===== config.mk =====
export PLATFORM = sky130hd
export DESIGN_NAME = dynamic_priority_scheduler
export DESIGN_NICKNAME = d
export VERILOG_FILES = /design/src/hw/rtl/dps_pkg.sv /design/src/hw/rtl/dps_cell.sv /design/src/hw/rtl/dynamic_priority_scheduler.sv
export SDC_FILE = /design/constraint.sdc
export NUM_CORES = 2
export LEC_CHECK = 0
export BUFFER_PORTS_ARGS = -buffer_cell sky130_fd_sc_hd__buf_2
export CAP_MARGIN = 20
export CORE_UTILIZATION = 33
export CTS_BUF_LIST = sky130_fd_sc_hd__clkbuf_8 sky130_fd_sc_hd__clkbuf_16
export CTS_CLUSTER_SIZE = 40
export DETAILED_ROUTE_END_ITERATION = 8
export PLACE_DENSITY = 0.47
export SLEW_MARGIN = 20
export SYNTH_ARGS = -nofsm -noshare
export SYNTH_HDL_FRONTEND = slang
export SYNTH_HIERARCHICAL = 1
export SYNTH_SLANG_ARGS = --single-unit

===== constraint.sdc =====
create_clock -name clk_i -period 16.2 [get_ports clk_i]
set_clock_uncertainty 0.2 [all_clocks]
set_input_delay 1.62 -clock clk_i [delete_from_list [all_inputs] [get_ports clk_i]]
set_output_delay 1.62 -clock clk_i [all_outputs]
set_load 0.02 [all_outputs]

===== src/hw/rtl/dps_pkg.sv =====
// Shared types and constants for the dynamic priority scheduler.
// Holds the queue entry layout, the token passed along the cell row and the codes.
// No dependencies.
`default_nettype none

package dps_pkg;

  localparam int unsigned MaxProcsDefault = 16;

  localparam int unsigned IdW      = 8;
  localparam int unsigned TimeW    = 8;
  localparam int unsigned PrioW    = 16;
  localparam int unsigned CfgW     = 8;
  localparam int unsigned CfgIdxW  = 1;
  localparam int unsigned InDataW  = 16;
  localparam int unsigned InUserW  = 1;
  localparam int unsigned OutDataW = 48;
  localparam int unsigned OutUserW = 3;

  localparam logic [CfgW-1:0]  BasePrioReset = 8'd100;
  localparam logic [CfgW-1:0]  PrioStepReset = 8'd12;
  localparam logic [PrioW-1:0] PrioMin       = 16'h8000;

  typedef enum logic {
    CMD_LOAD = 1'b0,
    CMD_TICK = 1'b1
  } cmd_e;

  typedef enum logic [2:0] {
    STAT_LOADED   = 3'd0,
    STAT_REJECTED = 3'd1,
    STAT_REQUEUED = 3'd2,
    STAT_FINISHED = 3'd3,
    STAT_IDLE     = 3'd4
  } status_e;

  typedef enum logic [CfgIdxW-1:0] {
    REG_BASE_PRIO = 1'b0,
    REG_PRIO_STEP = 1'b1
  } reg_e;

  typedef enum logic [1:0] {
    FSM_IDLE,
    FSM_SCAN,
    FSM_COMMIT
  } fsm_e;

  typedef struct packed {
    logic [IdW-1:0]          id;
    logic [TimeW-1:0]        need;
    logic [TimeW-1:0]        used;
    logic signed [PrioW-1:0] prio;
  } entry_t;

  typedef struct packed {
    logic   go;
    logic   found;
    entry_t ent;
  } token_t;

  typedef struct packed {
    logic load;
    logic remove;
    logic requeue;
  } cell_ctrl_t;

endpackage

`default_nettype wire


===== src/hw/rtl/dps_cell.sv =====
// One slot of the ready queue: holds an entry, compares it against the passing
// best-so-far token and shifts towards the head on removal. Uses dps_pkg.
`default_nettype none

module dps_cell #(
  parameter int unsigned MAX_PROCS = dps_pkg::MaxProcsDefault,
  parameter int unsigned IDX       = 0,
  localparam int unsigned IdxW     = $clog2(MAX_PROCS),
  localparam int unsigned LenW     = $clog2(MAX_PROCS + 1)
) (
  input  logic                clk_i,
  input  logic                rst_ni,
  input  logic [LenW-1:0]     len_i,
  input  logic [IdxW-1:0]     best_i,
  input  dps_pkg::cell_ctrl_t ctrl_i,
  input  dps_pkg::entry_t     load_ent_i,
  input  dps_pkg::entry_t     upd_ent_i,
  input  dps_pkg::entry_t     next_ent_i,
  output dps_pkg::entry_t     ent_o,
  input  dps_pkg::token_t     tok_i,
  input  logic [IdxW-1:0]     tok_idx_i,
  output dps_pkg::token_t     tok_o,
  output logic [IdxW-1:0]     tok_idx_o
);
  import dps_pkg::*;

  localparam logic [LenW-1:0] MyPos = LenW'(IDX);
  localparam logic [IdxW-1:0] MyIdx = IdxW'(IDX);

  entry_t          ent_q, ent_d;
  logic            go_q, go_d;
  logic            found_q, found_d;
  entry_t          tent_q, tent_d;
  logic [IdxW-1:0] tidx_q, tidx_d;
  logic            occupied;
  logic            take;
  logic [LenW-1:0] tail_pos;

  assign occupied = MyPos < len_i;
  assign tail_pos = len_i - LenW'(1);
  assign take     = tok_i.go && occupied &&
                    (!tok_i.found || ($signed(ent_q.prio) > $signed(tok_i.ent.prio)));

  always_comb begin
    ent_d = ent_q;
    if (ctrl_i.load && (MyPos == len_i)) begin
      ent_d = load_ent_i;
    end
    if (ctrl_i.remove && (MyIdx >= best_i)) begin
      if (MyPos < tail_pos) begin
        ent_d = next_ent_i;
      end else if ((MyPos == tail_pos) && ctrl_i.requeue) begin
        ent_d = upd_ent_i;
      end
    end
  end

  always_comb begin
    go_d    = tok_i.go;
    found_d = tok_i.found | take;
    tent_d  = take ? ent_q : tok_i.ent;
    tidx_d  = take ? MyIdx : tok_idx_i;
  end

  always_ff @(posedge clk_i or negedge rst_ni) begin
    if (!rst_ni) begin
      go_q <= 1'b0;
    end else begin
      go_q <= go_d;
    end
  end

  always_ff @(posedge clk_i) begin
    ent_q   <= ent_d;
    found_q <= found_d;
    tent_q  <= tent_d;
    tidx_q  <= tidx_d;
  end

  assign ent_o     = ent_q;
  assign tok_o     = '{go: go_q, found: found_q, ent: tent_q};
  assign tok_idx_o = tidx_q;

endmodule

`default_nettype wire


===== src/hw/rtl/dynamic_priority_scheduler.sv =====
// Timing: m_axis_tvalid rises once a load beat has passed the commit state, and once a tick
// beat's best-so-far token has walked the cell row and the commit state has followed.
// The input takes no new beat until the current one has committed; a held result
// beat holds the commit and with it the input.
// Reset clears queue length, state and the output valid flag and loads the
// configuration defaults; queue contents stay undefined, no clearing pass.
// Top level: control, configuration registers and a row of dps_cell; uses dps_pkg.
`default_nettype none

module dynamic_priority_scheduler #(
  parameter int unsigned MAX_PROCS = dps_pkg::MaxProcsDefault
) (
  input  logic                          clk_i,
  input  logic                          rst_ni,
  input  logic                          cfg_we_i,
  input  logic [dps_pkg::CfgIdxW-1:0]   cfg_idx_i,
  input  logic [dps_pkg::CfgW-1:0]      cfg_data_i,
  input  logic                          s_axis_tvalid,
  output logic                          s_axis_tready,
  // [7:0] process_id, [15:8] need
  input  logic [dps_pkg::InDataW-1:0]   s_axis_tdata,
  // [0] cmd
  input  logic [dps_pkg::InUserW-1:0]   s_axis_tuser,
  output logic                          m_axis_tvalid,
  input  logic                          m_axis_tready,
  // [7:0] chosen_id, [15:8] used, [23:16] remaining_time,
  // [39:24] new_priority, [40] all_done, [47:41] zero
  output logic [dps_pkg::OutDataW-1:0]  m_axis_tdata,
  // [2:0] status
  output logic [dps_pkg::OutUserW-1:0]  m_axis_tuser
);
  import dps_pkg::*;

  localparam int unsigned IdxW = $clog2(MAX_PROCS);
  localparam int unsigned LenW = $clog2(MAX_PROCS + 1);

  fsm_e             state_q, state_d;
  logic [LenW-1:0]  len_q, len_d;
  cmd_e             cmd_q;
  logic [IdW-1:0]   id_q;
  logic [TimeW-1:0] need_q;
  entry_t           ch_q;
  logic [IdxW-1:0]  best_q;
  logic [CfgW-1:0]  base_q, step_q;

  logic             out_valid_q;
  status_e          out_status_q, out_status_d;
  logic [IdW-1:0]   out_id_q, out_id_d;
  logic [TimeW-1:0] out_used_q, out_used_d;
  logic [TimeW-1:0] out_rem_q, out_rem_d;
  logic [PrioW-1:0] out_prio_q, out_prio_d;
  logic             out_done_q, out_done_d;
  logic             out_we;

  logic             accept;
  logic             out_free;
  logic             launch;
  cell_ctrl_t       ctrl;
  entry_t           load_ent, upd_ent;
  logic [PrioW-1:0] load_prio;
  logic [PrioW:0]   prio_diff;
  logic             reject;
  logic             finished;

  token_t           tok     [MAX_PROCS+1];
  logic [IdxW-1:0]  tok_idx [MAX_PROCS+1];
  entry_t           ent     [MAX_PROCS];
  entry_t           nxt     [MAX_PROCS];

  assign s_axis_tready = (state_q == FSM_IDLE);
  assign accept        = s_axis_tvalid && s_axis_tready;
  assign out_free      = !out_valid_q || m_axis_tready;
  assign launch        = accept && (cmd_e'(s_axis_tuser[0]) == CMD_TICK) && (len_q != '0);

  assign tok[0]     = '{go: launch, found: 1'b0, ent: '0};
  assign tok_idx[0] = '0;

  assign load_prio = {8'h00, base_q} - {8'h00, need_q};
  assign reject    = (len_q == LenW'(MAX_PROCS)) || (need_q == '0);
  assign load_ent  = '{id: id_q, need: need_q, used: '0, prio: load_prio};

  assign prio_diff = {ch_q.prio[PrioW-1], ch_q.prio} - {9'h000, step_q};
  always_comb begin
    upd_ent      = ch_q;
    upd_ent.used = ch_q.used + TimeW'(1);
    upd_ent.prio = (prio_diff[PrioW] != prio_diff[PrioW-1]) ? PrioMin
                                                            : prio_diff[PrioW-1:0];
  end
  assign finished = (upd_ent.used == ch_q.need);

  for (genvar i = 0; i < MAX_PROCS; i++) begin : g_cell
    if (i + 1 < MAX_PROCS) begin : g_mid
      assign nxt[i] = ent[i+1];
    end else begin : g_end
      assign nxt[i] = '0;
    end

    dps_cell #(
      .MAX_PROCS (MAX_PROCS),
      .IDX       (i)
    ) u_cell (
      .clk_i      (clk_i),
      .rst_ni     (rst_ni),
      .len_i      (len_q),
      .best_i     (best_q),
      .ctrl_i     (ctrl),
      .load_ent_i (load_ent),
      .upd_ent_i  (upd_ent),
      .next_ent_i (nxt[i]),
      .ent_o      (ent[i]),
      .tok_i      (tok[i]),
      .tok_idx_i  (tok_idx[i]),
      .tok_o      (tok[i+1]),
      .tok_idx_o  (tok_idx[i+1])
    );
  end

  always_comb begin
    state_d      = state_q;
    len_d        = len_q;
    ctrl         = '0;
    out_we       = 1'b0;
    out_status_d = STAT_IDLE;
    out_id_d     = '0;
    out_used_d   = '0;
    out_rem_d    = '0;
    out_prio_d   = '0;
    out_done_d   = 1'b0;
    unique case (state_q)
      FSM_IDLE: begin
        if (accept) begin
          state_d = launch ? FSM_SCAN : FSM_COMMIT;
        end
      end
      FSM_SCAN: begin
        if (tok[MAX_PROCS].go) begin
          state_d = FSM_COMMIT;
        end
      end
      FSM_COMMIT: begin
        if (out_free) begin
          out_we  = 1'b1;
          state_d = FSM_IDLE;
          unique case (cmd_q)
            CMD_LOAD: begin
              out_status_d = reject ? STAT_REJECTED : STAT_LOADED;
              out_id_d     = id_q;
              out_rem_d    = need_q;
              out_prio_d   = load_prio;
              if (!reject) begin
                ctrl.load = 1'b1;
                len_d     = len_q + LenW'(1);
              end
            end
            CMD_TICK: begin
              if (len_q == '0) begin
                out_status_d = STAT_IDLE;
                out_done_d   = 1'b1;
              end else begin
                ctrl.remove  = 1'b1;
                ctrl.requeue = !finished;
                len_d        = finished ? len_q - LenW'(1) : len_q;
                out_status_d = finished ? STAT_FINISHED : STAT_REQUEUED;
                out_id_d     = ch_q.id;
                out_used_d   = upd_ent.used;
                out_rem_d    = ch_q.need - upd_ent.used;
                out_prio_d   = upd_ent.prio;
                out_done_d   = (len_d == '0);
              end
            end
            default: ;
          endcase
        end
      end
      default: state_d = FSM_IDLE;
    endcase
  end

  always_ff @(posedge clk_i or negedge rst_ni) begin
    if (!rst_ni) begin
      state_q     <= FSM_IDLE;
      len_q       <= '0;
      out_valid_q <= 1'b0;
      base_q      <= BasePrioReset;
      step_q      <= PrioStepReset;
    end else begin
      state_q <= state_d;
      len_q   <= len_d;
      if (out_we) begin
        out_valid_q <= 1'b1;
      end else if (m_axis_tready) begin
        out_valid_q <= 1'b0;
      end
      if (cfg_we_i) begin
        unique case (reg_e'(cfg_idx_i))
          REG_BASE_PRIO: base_q <= cfg_data_i;
          REG_PRIO_STEP: step_q <= cfg_data_i;
          default: ;
        endcase
      end
    end
  end

  always_ff @(posedge clk_i) begin
    if (accept) begin
      cmd_q  <= cmd_e'(s_axis_tuser[0]);
      id_q   <= s_axis_tdata[7:0];
      need_q <= s_axis_tdata[15:8];
    end
    if ((state_q == FSM_SCAN) && tok[MAX_PROCS].go) begin
      ch_q   <= tok[MAX_PROCS].ent;
      best_q <= tok_idx[MAX_PROCS];
    end
    if (out_we) begin
      out_status_q <= out_status_d;
      out_id_q     <= out_id_d;
      out_used_q   <= out_used_d;
      out_rem_q    <= out_rem_d;
      out_prio_q   <= out_prio_d;
      out_done_q   <= out_done_d;
    end
  end

  assign m_axis_tvalid = out_valid_q;
  assign m_axis_tuser  = out_status_q;
  assign m_axis_tdata  = {7'b0, out_done_q, out_prio_q, out_rem_q, out_used_q, out_id_q};

  a_len_bound : assert property (@(posedge clk_i) disable iff (!rst_ni)
    len_q <= LenW'(MAX_PROCS))
    else $error("queue length beyond capacity");

  a_scan_state : assert property (@(posedge clk_i) disable iff (!rst_ni)
    tok[MAX_PROCS].go |-> (state_q == FSM_SCAN) && tok[MAX_PROCS].found)
    else $error("scan token left the row outside a scan or without a winner");

  a_load_grows : assert property (@(posedge clk_i) disable iff (!rst_ni)
    ctrl.load |=> len_q == $past(len_q) + LenW'(1))
    else $error("accepted load did not grow the queue");

  a_remove_len : assert property (@(posedge clk_i) disable iff (!rst_ni)
    (ctrl.remove && !ctrl.requeue) |=> len_q == $past(len_q) - LenW'(1))
    else $error("finished entry did not shrink the queue");

endmodule

`default_nettype wire


### Yosys cells after proc, flatten, opt, wreduce, memory -nomap -nowiden

Cells that the tools add are included.

* register bits: 1500
* output and inout port bits: 53
* word-level logic and storage cells: 562
* input port bits: 31

* add/subtract/negate cells: 6
* order comparisons: 63
* reduce and logical (&&, ||, !) cells: 131
* muxes and demuxes: 111
* equal/unequal tests: 40
* bitwise gates (word level): 18

Operators by type and width (number)
* 40-bit 2-to-1 mux: 79
* 16-bit greater-than comparator: 15
* 1-bit logical AND: 83
* 4-bit by 5-bit equality test with 1-bit output, first input constant: 16
* 4-bit by 5-bit < comparator with 1-bit output, first input constant: 16
* 3-bit by 5-bit equality test with 1-bit output, first input constant: 8
* 3-bit by 5-bit < comparator with 1-bit output, first input constant: 8
* 4-bit >= comparator, first input constant: 8
* 16-bit 2-to-1 mux: 2
* 16-bit case mux with 2 select lines: 1
* 8-bit case mux with 2 select lines: 2
* 2-bit by 5-bit equality test with 1-bit output, first input constant: 4
* 1-bit by 5-bit < comparator with 1-bit output, first input constant: 4
* 2-bit by 5-bit < comparator with 1-bit output, first input constant: 4
* 1-bit logical NOT: 17
* 1-bit logical OR: 17
* 16-bit by 9-bit subtractor with 17-bit output: 1
* 3-bit by 4-bit >= comparator with 1-bit output, first input constant: 4
* 8-bit 2-to-1 mux: 2
* 5-bit logical NOT: 3
* 5-bit 2-to-1 mux: 3
* 1-bit bitwise OR: 14
* 2-bit 2-to-1 mux: 6
* 1-bit by 5-bit equality test with 1-bit output, first input constant: 2
* 28 further kinds: 50

### Logic depth before layout (Yosys ltp)

* depth in word-level cells: 12
* gate-level depth with buffers: 16

### Modules after synthesis

The synthesis kept the hierarchy.

By module, submodules not included
* dynamic_priority_scheduler: cells an instance 508, times used 1, area each 6256.0 µm²
* dps_cell at g_cell[14].u_cell: cells an instance 527, times used 1, area each 5006.1 µm²
* dps_cell at g_cell[2].u_cell: cells an instance 362, times used 1, area each 4175.3 µm²
* dps_cell at g_cell[5].u_cell: cells an instance 404, times used 1, area each 4095.2 µm²
* dps_cell at g_cell[10].u_cell: cells an instance 397, times used 1, area each 4087.7 µm²
* dps_cell at g_cell[6].u_cell: cells an instance 412, times used 1, area each 4081.4 µm²
* dps_cell at g_cell[4].u_cell: cells an instance 459, times used 1, area each 4060.1 µm²
* dps_cell at g_cell[12].u_cell: cells an instance 389, times used 1, area each 4031.4 µm²
* dps_cell at g_cell[13].u_cell: cells an instance 397, times used 1, area each 4022.6 µm²
* dps_cell at g_cell[15].u_cell: cells an instance 357, times used 1, area each 4017.6 µm²
* dps_cell at g_cell[7].u_cell: cells an instance 364, times used 1, area each 4008.8 µm²
* dps_cell at g_cell[0].u_cell: cells an instance 411, times used 1, area each 3986.3 µm²
* dps_cell at g_cell[1].u_cell: cells an instance 404, times used 1, area each 3955.0 µm²
* dps_cell at g_cell[3].u_cell: cells an instance 403, times used 1, area each 3952.5 µm²
* +3 rows

### Worst setup path before layout

Ideal clock, no wire load.

* path kind: reg2reg
* start point: register need_q[2]
* end point: register out_prio_q[10], data pin
* required time: 15.775 ns
* arrival: 12.206 ns
* clock period less this slack: 12.631 ns
* cell stages (with the launch flop): 9
* slack: 3.569 ns
* setup time: 0.225 ns
* cell sequence: edfxtp_1 -> inv_1 -> ha_1 -> nor2b_1 -> o21ai_0 -> a21oi_1 -> o41ai_1 -> nand2_1 -> o21ai_0

* word-level cells in the longest chain between the ends: 2

Ends and longest elaborated chain
* from (decl): RTL line dynamic_priority_scheduler.sv:41 `logic [TimeW-1:0] need_q;`
* from (signal assigned): RTL line dynamic_priority_scheduler.sv:208 `need_q <= s_axis_tdata[15:8];`
* 8-bit by 8-bit subtractor with 9-bit output: RTL line dynamic_priority_scheduler.sv:78 `assign load_prio = {8'h00, base_q} - {8'h00, need_q};`
* via load_prio[10]: RTL line dynamic_priority_scheduler.sv:60 `logic [PrioW-1:0] load_prio;`
* 16-bit case mux with 2 select lines: RTL line dynamic_priority_scheduler.sv:144 `unique case (cmd_q)`
* to (signal assigned): RTL line dynamic_priority_scheduler.sv:219 `out_prio_q <= out_prio_d;`
* to (decl): RTL line dynamic_priority_scheduler.sv:51 `logic [PrioW-1:0] out_prio_q, out_prio_d;`

The timed path passes the listed nets, and every way through them passes these cells.
A chain may end at the register's enable or synchronous reset.

==> metrics.cfg <==
[global_routing]
grt_remaining_overflow=0
met1_usage_pct=36.9
grt_pass1_wl_um=414000
grt_busiest_layer=met2
use_met3_pct=5.61
antenna_found_initial=22
grtUsageTotal_pct=26.0
grt_pass1_vias=55100
use_met2_pct=37.7
grt_max_degree=82

[power]
net-switching-power_w=0.00763
switching_share_pct=41.3
p_int_w=0.0109
clkPwrFrac_pct=21.6
p_leak_nw=33.3
p_comb_share_pct=39.9
max-vdd-ir-drop_mv=0.109
seq_power_share_pct=38.5
power_density_nw_per_um2=228

[drt]
avgRoutedWirePerCell_um=28.9
dr.pass1.iters=8
vias=57900
ant_nets=0
drtIter0Drc=6098
via_per_inst=5.72
drc=0
wl_um=292000

[critical_path]
r2r-end=g_cell[14].u_cell/ent_o[1]$_DFF_P_
endpoint_kind=flip-flop
cp_data_arrival_time_ns=5.68
cp-start-kind=primary input
worstPathRequired_ns=16.64
r2r_slack_ns=11.04
path_class=in -> reg
rr_startpoint=need_q[1]$_DFFE_PP_
cp_max_fo=47
r2r_cells=11

[clock_tree]
post-cts-setup-buffers=0
cts-resized-gates=0
clk_pin_slew_worst_paths_ns=0.06
clock-root-buffer=clkbuf_16
cts_max_level=4
numCtsBuffers=170
clkSinkCount=1504
tritoncts=done
cts_max_path_buffers=3
ctsHoldBuffers=0
clk_latency_ns=0.83

[final_layout]
syn_to_final_growth_pct=13.5
drive_above_1_share_pct=18.4
nNetsFinal=7485
layout.cells.non_filler=10100

[timing]
whs_ns=0.175
fmax_ghz=0.191
layout_min_cycle_time_ns=5.24
slew_violations=0
fin_tns_setup_ns=0
setup-violations-final=0
period_share_pct=32.4
worst_slack_ns=10.96
relSlewSlack_pct=20.6
hold_viol=0
tightest_slew_ns=1.19
rsz0062_at_grt=false

[placement]
dpl.hpwl_um=194000
gp_congestion=0.884
pre_cts_ws_ns=10.25
numPortBuffers=76
dp.cells=9805

[floorplan]
die_h_um=467
core_area_um2=215000
chipWidth_um=467
initial_core_util_pct=33.3
dieArea_um2=218000
io_pins=84
rows=170

[logic_synthesis]
syn-cell-area_um2=71400
synth_cells=6993
synth-warning-count=6
syn_area_per_cell_um2=10.2

[min_path]
worstHoldStart=g_cell[11].u_cell/go_q$_DFF_PN0_
min_to=g_cell[12].u_cell/go_q$_DFF_PN0_
hold_path_class=reg -> reg
hold_depth=0

[flow_run]
max_cap_violations=0

[status]
outcome=finished, final reports clean

## final cells by class
cell class	count	area [µm²]
timing repair buffer	256	1750
tap	2838	3550
sequential	1504	31400
antenna	4	10.0
clock buffer	209	4840
clock inverter	104	898
inverter	412	1550
multi-input combinational	4796	37100
fill	21200	134000
## per-stage QoR
| stage | utilization (%) | total power (W) | instance area (µm²) |
|---|---|---|---|
| floorplan | - | 0.0114 | 72300 |
| global placement | 35.0 | 0.0142 | 75200 |
| detailed placement | 35.0 | 0.0143 | 75300 |
| CTS | 37.7 | 0.0184 | 81000 |
| global route | 37.7 | 0.0193 | 81100 |
| finish | 37.7 | 0.0185 | 81100 |
## placed cells by master (no fill, tap or decap), types with 27 or more instances in the layout
cell / n
a22oi_1: 129
a311oi_1: 45
dfxtp_1: 1359
xnor2_1: 28
o221ai_1: 109
a2bb2oi_1: 40
nor2_1: 116
o211ai_1: 38
a21oi_1: 123
buf_4: 179
nand2b_1: 55
nor2b_1: 61
nand4_1: 60
clkinv_2: 37
o22a_1: 41
o21ai_0: 53
clkbuf_8: 35
o22ai_1: 437
edfxtp_1: 105
conb_1: 236
mux2_1: 30
mux2_2: 317
a32oi_1: 325
clkbuf_16: 174
a221o_1: 27
o211a_1: 29
nor3_1: 110
ha_1: 311
buf_2: 76
nand3_1: 92
dfrtp_1: 30
mux2i_1: 291
inv_1: 435
nand2_1: 900
mux2_4: 282
## power groups by stage
| stage | clock, W | sequential, W | combinational (W) |
|---|---|---|---|
| 2_1_floorplan | 0 | 0.00635 | 0.00504 |
| 3_3_place_gp | 0 | 0.00713 | 0.00705 |
| 3_5_place_dp | 0 | 0.00713 | 0.00718 |
| 4_1_cts | 0.00405 | 0.00707 | 0.00723 |
| 5_1_grt | 0.00420 | 0.00725 | 0.00789 |
| 6_report | 0.00399 | 0.00712 | 0.00737 |
## critical path, stage by stage
cell      delay [ns]
buf_2           0.07
nand2b_1        0.17
nand2_1         0.14
inv_2           0.06
buf_4           0.54
nand2_1         0.38
nor2_2          0.16
buf_4           0.44
nand2_1         0.12
nor3_2          0.86
buf_4           0.61
mux2i_1         0.24
o221ai_1        0.18
## worst max path at each step
stage,slack (ns),startpoint,to,cells after the start
2_1_floorplan,3.57,need_q[2]$_DFFE_PP_,out_prio_q[10]$_SDFFCE_PN0P_,8
3_3_place_gp,10.30,m_axis_tready,g_cell[14].u_cell/ent_o[1]$_DFF_P_,13
3_5_place_dp,10.25,m_axis_tready,g_cell[14].u_cell/ent_o[17]$_DFF_P_,13
4_1_cts,11.11,m_axis_tready,g_cell[14].u_cell/ent_o[17]$_DFF_P_,13
5_1_grt,10.73,m_axis_tready,g_cell[14].u_cell/ent_o[17]$_DFF_P_,13
6_report,10.96,m_axis_tready,g_cell[14].u_cell/ent_o[1]$_DFF_P_,13
## state kept, by name (all words and copies together), names as in the netlist, 15 cells and up
signal / flops
g_cell.u_cell/go_q: 16
ch_q: 40
g_cell.u_cell/found_q: 15
g_cell.u_cell/ent_o: 640
out_prio_q: 16
g_cell.u_cell/tok_o: 640
g_cell.u_cell/tok_idx_o: 64
## layer usage
metal | wire length, µm | vias up
met4 | 12900 | 4
met3 | 23800 | 534
met2 | 122000 | 2579
li1 | - | 26000
met1 | 133000 | 28800
met5 | 34 | -
Note: power is estimated with default switching activity, not from simulation.
